### src/hdl/mrfp_pkg.sv
// Shared types, constants and the byte-wise CRC-16 update for the motor
// response frame parser. No dependencies.
`default_nettype none

package mrfp_pkg;

    // CRC-16/KERMIT, reflected polynomial, zero initial value
    localparam logic [15:0] CRC_POLY = 16'h8408;

    // Header bytes
    localparam logic [7:0] HDR0 = 8'hFD;
    localparam logic [7:0] HDR1 = 8'hEE;

    // Byte positions inside a frame
    localparam int POS_HDR0   = 0;
    localparam int POS_HDR1   = 1;
    localparam int POS_FIELD0 = 2;   // first captured field byte (id / status)
    localparam int NUM_FIELDS = 12;  // bytes 2..13

    // Word held in the input register
    typedef struct packed {
        logic       valid;
        logic [7:0] data;
    } stage_t;

    // Decoded result word
    typedef struct packed {
        logic               frame_ok;
        logic [3:0]         drive_id;
        logic [2:0]         motor_status;
        logic signed [15:0] torque_q8;
        logic signed [15:0] speed_val;
        logic signed [31:0] angle_val;
        logic signed [7:0]  temperature;
        logic [2:0]         fault_code;
        logic [11:0]        force_val;
    } result_t;

    // One byte through the reflected CRC, unrolled over eight bit steps
    function automatic logic [15:0] crc16_byte(input logic [15:0] crc, input logic [7:0] b);
        logic [15:0] c;
        c = crc ^ {8'h00, b};
        for (int i = 0; i < 8; i++)
        begin
            c = c[0] ? ((c >> 1) ^ CRC_POLY) : (c >> 1);
        end
        return c;
    endfunction

endpackage

`default_nettype wire

### src/hdl/mrfp_if.sv
// Valid/ready channel interfaces for received bytes and decoded results.
// No dependencies.
`default_nettype none

interface mrfp_rx_if;
    logic       valid;
    logic       ready;
    logic [7:0] rx_byte;

    modport source (output valid, output rx_byte, input ready);
    modport sink   (input valid, input rx_byte, output ready);
endinterface

interface mrfp_res_if;
    logic               valid;
    logic               ready;
    logic               frame_ok;
    logic [3:0]         drive_id;
    logic [2:0]         motor_status;
    logic signed [15:0] torque_q8;
    logic signed [15:0] speed_val;
    logic signed [31:0] angle_val;
    logic signed [7:0]  temperature;
    logic [2:0]         fault_code;
    logic [11:0]        force_val;

    modport source (
        output valid, output frame_ok, output drive_id, output motor_status,
        output torque_q8, output speed_val, output angle_val,
        output temperature, output fault_code, output force_val,
        input ready
    );
    modport sink (
        input valid, input frame_ok, input drive_id, input motor_status,
        input torque_q8, input speed_val, input angle_val,
        input temperature, input fault_code, input force_val,
        output ready
    );
endinterface

`default_nettype wire

### src/hdl/mrfp_rx_stage.sv
// Input register for received bytes; refills whenever the core consumes.
// Depends on mrfp_pkg and mrfp_if.
`default_nettype none

module mrfp_rx_stage (
    input  wire              clk,
    input  wire              rst_n,
    mrfp_rx_if.sink          rx,
    input  wire              take,
    output mrfp_pkg::stage_t stage
);
    import mrfp_pkg::*;

    logic       valid_reg;
    logic       valid_next;
    logic [7:0] data_reg;
    logic       load;

    // Accept a new word when empty or when the held word leaves this cycle
    assign rx.ready   = !valid_reg || take;
    assign load       = rx.valid && rx.ready;
    assign valid_next = load ? 1'b1 : (take ? 1'b0 : valid_reg);

    always_ff @(posedge clk or negedge rst_n)
    begin
        if (!rst_n)
        begin
            valid_reg <= 1'b0;
        end
        else
        begin
            valid_reg <= valid_next;
        end
    end

    // Payload, no reset
    always_ff @(posedge clk)
    begin
        if (load)
        begin
            data_reg <= rx.rx_byte;
        end
    end

    assign stage.valid = valid_reg;
    assign stage.data  = data_reg;

endmodule

`default_nettype wire

### src/hdl/mrfp_frame_core.sv
// Frame counter, running CRC, field capture and result register.
// Depends on mrfp_pkg and mrfp_if.
`default_nettype none

module mrfp_frame_core #(
    parameter int FRAME_BYTES = 16
) (
    input  wire              clk,
    input  wire              rst_n,
    input  mrfp_pkg::stage_t stage,
    output logic             take,
    mrfp_res_if.source       res
);
    import mrfp_pkg::*;

    localparam int CNT_W = $clog2(FRAME_BYTES);

    logic [CNT_W-1:0] cnt_reg;
    logic [15:0]      crc_reg;
    logic [15:0]      crc_upd;
    logic             hdr0_ok_reg;
    logic             hdr1_ok_reg;
    logic [7:0]       crc_lo_reg;
    logic [7:0]       field_reg [NUM_FIELDS];
    logic             res_valid_reg;
    result_t          res_reg;
    result_t          res_next;
    logic             is_last;
    logic             in_crc;
    logic             out_free;
    logic             ok;
    logic [15:0]      stat_word;

    assign is_last  = cnt_reg == CNT_W'(FRAME_BYTES - 1);
    assign in_crc   = cnt_reg < CNT_W'(FRAME_BYTES - 2);
    assign out_free = !res_valid_reg || res.ready;

    // Mid-frame bytes always move on; the last one needs a free result slot
    assign take    = stage.valid && (!is_last || out_free);
    assign crc_upd = crc16_byte(crc_reg, stage.data);

    // Byte counter and running CRC
    always_ff @(posedge clk or negedge rst_n)
    begin
        if (!rst_n)
        begin
            cnt_reg <= '0;
            crc_reg <= '0;
        end
        else if (take)
        begin
            if (is_last)
            begin
                cnt_reg <= '0;
                crc_reg <= '0;
            end
            else
            begin
                cnt_reg <= cnt_reg + CNT_W'(1);
                if (in_crc)
                begin
                    crc_reg <= crc_upd;
                end
            end
        end
    end

    // Header checks and CRC low byte, captured at their fixed positions
    always_ff @(posedge clk)
    begin
        if (take)
        begin
            if (cnt_reg == CNT_W'(POS_HDR0))
            begin
                hdr0_ok_reg <= stage.data == HDR0;
            end
            if (cnt_reg == CNT_W'(POS_HDR1))
            begin
                hdr1_ok_reg <= stage.data == HDR1;
            end
            if (cnt_reg == CNT_W'(FRAME_BYTES - 2))
            begin
                crc_lo_reg <= stage.data;
            end
        end
    end

    // Field bytes 2..13, one register each
    for (genvar i = 0; i < NUM_FIELDS; i++)
    begin : g_field
        always_ff @(posedge clk)
        begin
            if (take && cnt_reg == CNT_W'(POS_FIELD0 + i))
            begin
                field_reg[i] <= stage.data;
            end
        end
    end

    // Decode; the last byte is the CRC high byte
    assign ok = hdr0_ok_reg && hdr1_ok_reg && ({stage.data, crc_lo_reg} == crc_reg);
    assign stat_word = {field_reg[11], field_reg[10]};

    always_comb
    begin
        res_next = '0;
        if (ok)
        begin
            res_next.frame_ok     = 1'b1;
            res_next.drive_id     = field_reg[0][3:0];
            res_next.motor_status = field_reg[0][6:4];
            res_next.torque_q8    = {field_reg[2], field_reg[1]};
            res_next.speed_val    = {field_reg[4], field_reg[3]};
            res_next.angle_val    = {field_reg[8], field_reg[7], field_reg[6], field_reg[5]};
            res_next.temperature  = field_reg[9];
            res_next.fault_code   = stat_word[2:0];
            res_next.force_val    = stat_word[14:3];
        end
    end

    // Result register
    always_ff @(posedge clk or negedge rst_n)
    begin
        if (!rst_n)
        begin
            res_valid_reg <= 1'b0;
        end
        else if (take && is_last)
        begin
            res_valid_reg <= 1'b1;
        end
        else if (res.ready)
        begin
            res_valid_reg <= 1'b0;
        end
    end

    always_ff @(posedge clk)
    begin
        if (take && is_last)
        begin
            res_reg <= res_next;
        end
    end

    assign res.valid        = res_valid_reg;
    assign res.frame_ok     = res_reg.frame_ok;
    assign res.drive_id     = res_reg.drive_id;
    assign res.motor_status = res_reg.motor_status;
    assign res.torque_q8    = res_reg.torque_q8;
    assign res.speed_val    = res_reg.speed_val;
    assign res.angle_val    = res_reg.angle_val;
    assign res.temperature  = res_reg.temperature;
    assign res.fault_code   = res_reg.fault_code;
    assign res.force_val    = res_reg.force_val;

endmodule

`default_nettype wire

### src/hdl/motor_response_frame_parser_unit.sv
// Top level of the motor response frame parser.
// Depends on mrfp_pkg, mrfp_if, mrfp_rx_stage and mrfp_frame_core.
//
//   channel | dir | word                      | handshake
//   --------+-----+---------------------------+-------------
//   rx      | in  | rx_byte (one frame byte)  | valid/ready
//   res     | out | decoded frame fields      | valid/ready
//
// One byte per cycle sustained; a byte passes the input register and then the
// CRC/field logic, and the result register is loaded as the last byte of a frame
// is taken from the input register. The input stalls only when a finished result
// is still unread as the next frame's last byte arrives. Reset (rst_n, async,
// active low) clears the byte count, CRC and both valid flags; no clearing pass.
`default_nettype none

module motor_response_frame_parser_unit #(
    parameter int FRAME_BYTES = 16
) (
    input  wire        clk,
    input  wire        rst_n,
    mrfp_rx_if.sink    rx,
    mrfp_res_if.source res
);
    import mrfp_pkg::*;

    stage_t stage;
    logic   take;

    mrfp_rx_stage u_rx_stage (
        .clk   (clk),
        .rst_n (rst_n),
        .rx    (rx),
        .take  (take),
        .stage (stage)
    );

    mrfp_frame_core #(
        .FRAME_BYTES (FRAME_BYTES)
    ) u_frame_core (
        .clk   (clk),
        .rst_n (rst_n),
        .stage (stage),
        .take  (take),
        .res   (res)
    );

endmodule

`default_nettype wire
### src/flat_wrapper.sv
// flat-port wrapper written by rule: the top's interface ports become plain ports
module motor_response_frame_parser_unit_flat import mrfp_pkg::*;
#(
    parameter int FRAME_BYTES = 16
)
  (clk, rst_n, rx_valid, rx_rx_byte, rx_ready, res_valid, res_frame_ok, res_drive_id, res_motor_status, res_torque_q8, res_speed_val, res_angle_val, res_temperature, res_fault_code, res_force_val, res_ready);
  mrfp_rx_if rx_i ();
  mrfp_res_if res_i ();
  input  wire clk;
  input  wire rst_n;
  input wire logic [$bits(rx_i.valid)-1:0] rx_valid;
  input wire logic [$bits(rx_i.rx_byte)-1:0] rx_rx_byte;
  output wire logic [$bits(rx_i.ready)-1:0] rx_ready;
  output wire logic [$bits(res_i.valid)-1:0] res_valid;
  output wire logic [$bits(res_i.frame_ok)-1:0] res_frame_ok;
  output wire logic [$bits(res_i.drive_id)-1:0] res_drive_id;
  output wire logic [$bits(res_i.motor_status)-1:0] res_motor_status;
  output wire logic [$bits(res_i.torque_q8)-1:0] res_torque_q8;
  output wire logic [$bits(res_i.speed_val)-1:0] res_speed_val;
  output wire logic [$bits(res_i.angle_val)-1:0] res_angle_val;
  output wire logic [$bits(res_i.temperature)-1:0] res_temperature;
  output wire logic [$bits(res_i.fault_code)-1:0] res_fault_code;
  output wire logic [$bits(res_i.force_val)-1:0] res_force_val;
  input wire logic [$bits(res_i.ready)-1:0] res_ready;
  assign rx_i.valid = rx_valid;
  assign rx_i.rx_byte = rx_rx_byte;
  assign rx_ready = rx_i.ready;
  assign res_valid = res_i.valid;
  assign res_frame_ok = res_i.frame_ok;
  assign res_drive_id = res_i.drive_id;
  assign res_motor_status = res_i.motor_status;
  assign res_torque_q8 = res_i.torque_q8;
  assign res_speed_val = res_i.speed_val;
  assign res_angle_val = res_i.angle_val;
  assign res_temperature = res_i.temperature;
  assign res_fault_code = res_i.fault_code;
  assign res_force_val = res_i.force_val;
  assign res_i.ready = res_ready;
  motor_response_frame_parser_unit #(.FRAME_BYTES(FRAME_BYTES)) u_core (.clk(clk), .rst_n(rst_n), .rx(rx_i), .res(res_i));
endmodule
### config.mk
export PLATFORM = sky130hd
export DESIGN_NAME = motor_response_frame_parser_unit_flat
export DESIGN_NICKNAME = d
export VERILOG_FILES = /design/src/hdl/mrfp_pkg.sv /design/src/hdl/mrfp_if.sv /design/src/hdl/mrfp_rx_stage.sv /design/src/hdl/mrfp_frame_core.sv /design/src/hdl/motor_response_frame_parser_unit.sv /design/src/flat_wrapper.sv
export SDC_FILE = /design/constraint.sdc
export NUM_CORES = 1
export LEC_CHECK = 0
export BUFFER_PORTS_ARGS = -buffer_cell sky130_fd_sc_hd__buf_2
export CORE_UTILIZATION = 54
export CTS_BUF_LIST = sky130_fd_sc_hd__clkbuf_8
export DETAILED_ROUTE_END_ITERATION = 8
export PLACE_DENSITY = 0.78
export SYNTH_ARGS = -nofsm -noshare
export SYNTH_HDL_FRONTEND = slang
export SYNTH_SLANG_ARGS = --single-unit
### constraint.sdc
create_clock -name clk -period 7.95 [get_ports clk]
set_input_delay 1.9875 -clock clk [delete_from_list [all_inputs] [get_ports clk]]
set_output_delay 1.9875 -clock clk [all_outputs]
set_load 0.02 [all_outputs]
# After elaboration in Yosys (flattened, before gate mapping)

Memory sizes are Yosys's and may differ from the RTL's.
Cells that the tools add are included.

Bits in registers: 135
Bits in writable memories: 96
Bits of input ports: 12
Output and inout port bits: 97
Word-level logic and storage cells: 162
Memories kept: 1

Add/subtract/negate cells: 1
$lt $le $gt $ge: 1
Equality and inequality tests: 18
Mux-type cells: 73
Bitwise gates (word level): 9
Reduce and logical (&&, ||, !) cells: 42

Memories:

| name                          | words | width | rd ports | clocked after memory_dff | wr ports | line                  | RTL |
|---|---|---|---|---|---|---|---|
| u_core.u_frame_core.field_reg | 12    | 8     | 12       | 0                        | 1        | mrfp_frame_core.sv:24 | `logic [7:0] field_reg [NUM_FIELDS];` |

Operators with widths:

| cell                  | number |
|---|---|
| $mux W16              | 10 |
| $mux W95              | 1 |
| $mux W8               | 11 |
| $reduce_or A8 Y1      | 11 |
| $mux W4               | 12 |
| $mux W1               | 39 |
| $eq A4 B4 Y1 const B  | 8 |
| $not A2 Y3            | 8 |
| $logic_and A1 B1 Y1   | 17 |
| $eq A16 B16 Y1        | 1 |
| $eq A4 B3 Y1 const B  | 4 |
| $eq A8 B8 Y1 const B  | 2 |
| $xor A16 B8 Y16       | 1 |
| $eq A4 B2 Y1 const B  | 2 |
| $reduce_and A2 Y1     | 4 |
| $reduce_bool A2 Y1    | 3 |
| $add A4 B1 Y4 const B | 1 |
| $eq A4 B1 Y1 const B  | 1 |
| $logic_not A4 Y1      | 1 |
| $lt A4 B4 Y1 const B  | 1 |
| $logic_not A1 Y1      | 3 |
| $logic_or A1 B1 Y1    | 3 |

# Depth between registers and ports, before layout

Depth after elaboration: 19
Gate-level depth with buffers: 6
Mapped depth without buffers: 5

# Cells and area by module

A second synthesis with hierarchy kept.

Cell total of the unflattened synthesis: 469
Area, all modules: 8,401.8 um^2

By module, submodules not included:

| module          | instances | cells each | area an instance (um^2) | sequential area each (um^2) |
|---|---|---|---|---|
| mrfp_frame_core | 1         | 456        | 8,100.3                 | 6,501.2 |
| mrfp_rx_stage   | 1         | 13         | 301.5                   | 265.3 |

# Worst setup path before layout

No wires, ideal clock.

Kind: input -> register
From: input res_ready
To: register u_core.u_frame_core.res_reg (netlist bit u_core.u_frame_core.res.angle_val[0]), enable pin
Arrival: 8.802 ns
Required time: 7.285 ns
Path slack: -1.517 ns
Stages on the path: 3
Path buffers: 0
Cell sequence: nand2b_1 o21ai_1 nor3_1

Longest elaborated chain between the ends: 4

RTL lines:

| item                   | line                   | RTL |
|---|---|---|
| start: declaration     | flat_wrapper.sv:24     | `input wire logic [$bits(res_i.ready)-1:0] res_ready;` |
| $logic_or A1 B1 Y1     | mrfp_frame_core.sv:36  | `assign out_free = !res_valid_reg \|\| res.ready;` |
| $logic_or A1 B1 Y1     | mrfp_frame_core.sv:39  | `assign take = stage.valid && (!is_last \|\| out_free);` |
| $logic_and A1 B1 Y1    | mrfp_frame_core.sv:39  |  |
| $logic_and A1 B1 Y1    | mrfp_frame_core.sv:140 | `if (take && is_last)` |
| end signal: assignment | mrfp_frame_core.sv:142 | `res_reg <= res_next;` |
| end: declaration       | mrfp_frame_core.sv:26  | `result_t res_reg;` |

No other way between the ends.
A chain may end at the register's enable or synchronous reset.

# Final worst setup path

From: input res_ready
To: output rx_ready

Longest elaborated chain between the ends: 4

RTL lines:

| item                | line                  | RTL |
|---|---|---|
| $logic_or A1 B1 Y1  | mrfp_frame_core.sv:36 |  |
| $logic_or A1 B1 Y1  | mrfp_frame_core.sv:39 |  |
| $logic_and A1 B1 Y1 | mrfp_frame_core.sv:39 |  |
| $logic_or A1 B1 Y1  | mrfp_rx_stage.sv:20   | `assign rx.ready = !valid_reg \|\| take;` |
| end: declaration    | flat_wrapper.sv:13    | `output wire logic [$bits(rx_i.ready)-1:0] rx_ready;` |

No other way between the ends.

==> implementation parameters <==
Parameter                              Value

Setup path
  Arrival time of data at the critical path endpoint    2.79 ns
  Critical Path Sink Type    output pin
  Origin of the critical flop-to-flop path    u_core.u_frame_core.cnt_reg[1]$_DFFE_PN0P_
  Top fanout value on the critical path    4
  Cell mode on critical path    sky130_fd_sc_hd__buf_2
  Critical path cell sequence    buf_2 > nand2b_1 > nor3_1 > inv_1 > buf_2
  Worst Setup SP    res_ready
  Internal reg-to-reg setup slack    5.29 ns
  Critical path's largest stage delay    0.30 ns
  Critical Path End    rx_ready
  Critical path launch point type    input pin
  Reg2reg end    u_core.u_frame_core.res.angle_val[29]$_SDFFCE_PN0P_
  Critical-path top delay cell    sky130_fd_sc_hd__nor3_1
  Crit path required time    5.96 ns
  Critical Setup Path Class    in -> out
  Cell count of the worst reg-to-reg path    5

Finish
  Flip-flop count of the largest register after layout    94
  Net count, final    613
  Share of final-layout standard cells stronger than drive strength 1    0.2708
  Commonest cells after routing, fill and taps aside    sky130_fd_sc_hd__edfxtp_1, sky130_fd_sc_hd__buf_2, sky130_fd_sc_hd__and3_1, sky130_fd_sc_hd__clkbuf_8, sky130_fd_sc_hd__xnor2_1
  Number of inserted diodes    0
  Most frequent standard cell in the layout excluding fill and tap cells    sky130_fd_sc_hd__edfxtp_1
  Area growth, synth to finish    16.25%

Die
  Die outline area    0.01608 mm²
  # IOs    109
  Die extent in y    126.8 µm
  Initial core utilization    0.5533
  Site row count    45
  Die span in x    126.8 µm
  Core area    0.01520 mm²

Synthesis
  Synthesized instance count    472
  Largest area contributor in the synthesized netlist    sky130_fd_sc_hd__edfxtp_1
  Number of synthesized flops with an enable pin    207
  FF+latch count, synth    229
  Yosys warnings    0
  Commonest register cell after synthesis    sky130_fd_sc_hd__edfxtp_1
  Area share of the largest cell type after synthesis    0.7391
  Post-synthesis net count    488
  Share of synthesized area occupied by flip-flops and latches    0.8045
  Count of unique library cells instantiated by Yosys    35
  Leading post-synthesis cells by cell area    sky130_fd_sc_hd__edfxtp_1, sky130_fd_sc_hd__and3_1, sky130_fd_sc_hd__dfrtp_1
  Share of flip-flops with an asynchronous set or reset after synthesis    0.09607
  Syn Std Cell Area    0.008411 mm²
  Per-instance average area after synthesis    17.82 µm²

Flow run
  Count of maximum capacitance violations    0

GRT
  Remaining Overflow, GRT    0
  Initial antenna violation count    0
  Wire length of the first global-routing pass    23.98 mm
  Maximum number of pins on one net before global-route repair    96
  GRT Overall Usage    0.1978
  Vias in the first global route    4449

Routing
  Number of optimization iterations in the first detailed-route pass    5
  Wl on met1    6.416 mm
  Total number of vias    4456
  Routed wire per std cell    18.86 µm
  Count of antenna-violating nets left after detailed routing    0
  Per-cell via count in the routed design    5.488
  DRC    0
  DRT iter0 DRCs    339
  Met2 Wirelength    7.545 mm
  Final wirelength    15.31 mm
  Top metal layer carrying routed signals    met4
  Met3 WL post-DR    1.011 mm

STA
  Final hold slack    0.5334 ns
  F_max    0.2094 GHz
  Unrepaired setup endpoints after global routing    no
  Final setup violating endpoints    0
  Worst Max-Slew Pin Slew    1.188 ns
  Final worst clock skew    0.01049 ns
  Summed negative setup slack over all endpoints    0 ns
  Final count of pins violating max slew    0
  Final worst path period share    0.6006
  Endpoints failing hold    0
  Headroom to the max-slew limit    0.2082
  Minimum period implied by the final worst setup slack    4.775 ns

Power and ir drop
  Share of total power in the clock network    0.326
  Net switching power figure    791.6 µW
  Total power density per cell area    297.5 mW/mm²
  Net switching fraction of the power    0.2722
  Leakage power figure    4.106 nW
  Part of the power in registers    0.522
  Cell internal power dissipation    2.117 mW
  Part of the power in combinational logic    0.151
  Max rail drop VDD    0.0001474 V

Clocking
  Root cell of the clock tree    sky130_fd_sc_hd__clkbuf_8
  Post-CTS clock slew at the launch and capture registers of the worst setup and hold paths    0.06 ns
  Hold bufs inserted after CTS    0
  Clock net sink count    229
  Worst-Skew Late Latency    0.51 ns
  Deepest level of the CTS H-tree    2
  Number of CTS-inserted buffers    36
  CTS tree    yes
  Gates resized, CTS repair    0
  Buffers from clock root to sink, at most    3
  Post-CTS Setup Inserts    0

Worst hold path
  HP Class    reg -> reg

Placement
  Half-perimeter wire length after detailed placement    9.187 mm
  Final weighted congestion in routability-driven placement    0.8184
  Count of input and output buffers    108

Outcome
  Result of the run    finished, final reports clean
[cells by family after synthesis]
logic type,count (synthesis),synth area share
mux,1,0.001339
flops,229,0.8045
simple gates,144,0.1024
xor+xnor,41,0.04270
fa+ha+maj,4,0.005951
buf+inv,28,0.01934
compound gates,25,0.02380
[per-stage QoR]
stage               instance area, µm²  power, mW  instances  utilization  setup slack [ns]
floorplan                         8416      1.862        472            -             1.455
global placement                  9079      1.945        747       0.5972             3.192
detailed placement                9079      1.982        747       0.5972             3.169
CTS                               9777      2.927        812       0.6431             3.163
global route                      9777      3.035        812       0.6431             3.085
finish                            9777      2.908        812       0.6431             3.175
[worst min path at each step]
stage | from | end | slack [ns] | cells after the start
CTS | u_core.u_frame_core.field_reg[8][1]$_DFFE_PP_ | u_core.u_frame_core.res.angle_val[25]$_SDFFCE_PN0P_ | 0.54 | 1
floorplan | u_core.u_frame_core.crc_reg[9]$_DFFE_PN0P_ | u_core.u_frame_core.crc_reg[9]$_DFFE_PN0P_ | 0.51 | 1
detailed placement | u_core.u_frame_core.field_reg[4][7]$_DFFE_PP_ | u_core.u_frame_core.res.speed_val[15]$_SDFFCE_PN0P_ | 0.53 | 1
finish | u_core.u_frame_core.field_reg[6][5]$_DFFE_PP_ | u_core.u_frame_core.res.angle_val[13]$_SDFFCE_PN0P_ | 0.53 | 1
global route | u_core.u_frame_core.field_reg[7][7]$_DFFE_PP_ | u_core.u_frame_core.res.angle_val[23]$_SDFFCE_PN0P_ | 0.55 | 1
global placement | u_core.u_frame_core.field_reg[0][3]$_DFFE_PP_ | u_core.u_frame_core.res.drive_id[3]$_SDFFCE_PN0P_ | 0.53 | 1
[critical path, delay by kind of cell]
family | cells | cell delay (ns)
AND/OR/NAND/NOR | 2 | 0.47
buffers and inverters | 3 | 0.33
[routing by layer]
layer  GRT usage  vias up
met4     0.07423        0
met5           0        -
met1      0.2620     2184
met2      0.3216      204
li1            -     2040
met3     0.04682       28
[power groups by stage]
stage / registers, mW / clock network, mW / logic (mW)
finish: 1.52 / 0.949 / 0.440
global route: 1.53 / 1.02 / 0.485
CTS: 1.52 / 0.967 / 0.440
detailed placement: 1.54 / 0 / 0.438
global placement: 1.54 / 0 / 0.410
floorplan: 1.52 / 0 / 0.344
[synth_stat cells, types with 2 or more instances]
master	instances
sky130_fd_sc_hd__nor2_1	14
sky130_fd_sc_hd__o21ai_0	2
sky130_fd_sc_hd__ha_1	4
sky130_fd_sc_hd__buf_4	2
sky130_fd_sc_hd__nand4_1	3
sky130_fd_sc_hd__nor3_1	5
sky130_fd_sc_hd__and3_1	90
sky130_fd_sc_hd__xor2_1	12
sky130_fd_sc_hd__o2bb2ai_1	10
sky130_fd_sc_hd__nand2_1	9
sky130_fd_sc_hd__and3_2	5
sky130_fd_sc_hd__a22o_1	5
sky130_fd_sc_hd__edfxtp_1	207
sky130_fd_sc_hd__nand2b_1	6
sky130_fd_sc_hd__and2_1	4
sky130_fd_sc_hd__o21ai_1	2
sky130_fd_sc_hd__clkbuf_1	12
sky130_fd_sc_hd__dfrtp_1	22
sky130_fd_sc_hd__buf_6	6
sky130_fd_sc_hd__xnor2_1	29
sky130_fd_sc_hd__inv_1	4
sky130_fd_sc_hd__nand3_1	3
sky130_fd_sc_hd__clkbuf_2	4
[cell type report]
type / instances / area, µm²
fill: 1036 / 5425
tap: 188 / 235.2
multi-input combinational: 215 / 1499
clock inverter: 26 / 161.4
timing repair buffer: 111 / 563.0
clock buffer: 39 / 536.8
inverter: 4 / 15.01
sequential: 229 / 6766
Power figures use the tool's default switching activity.
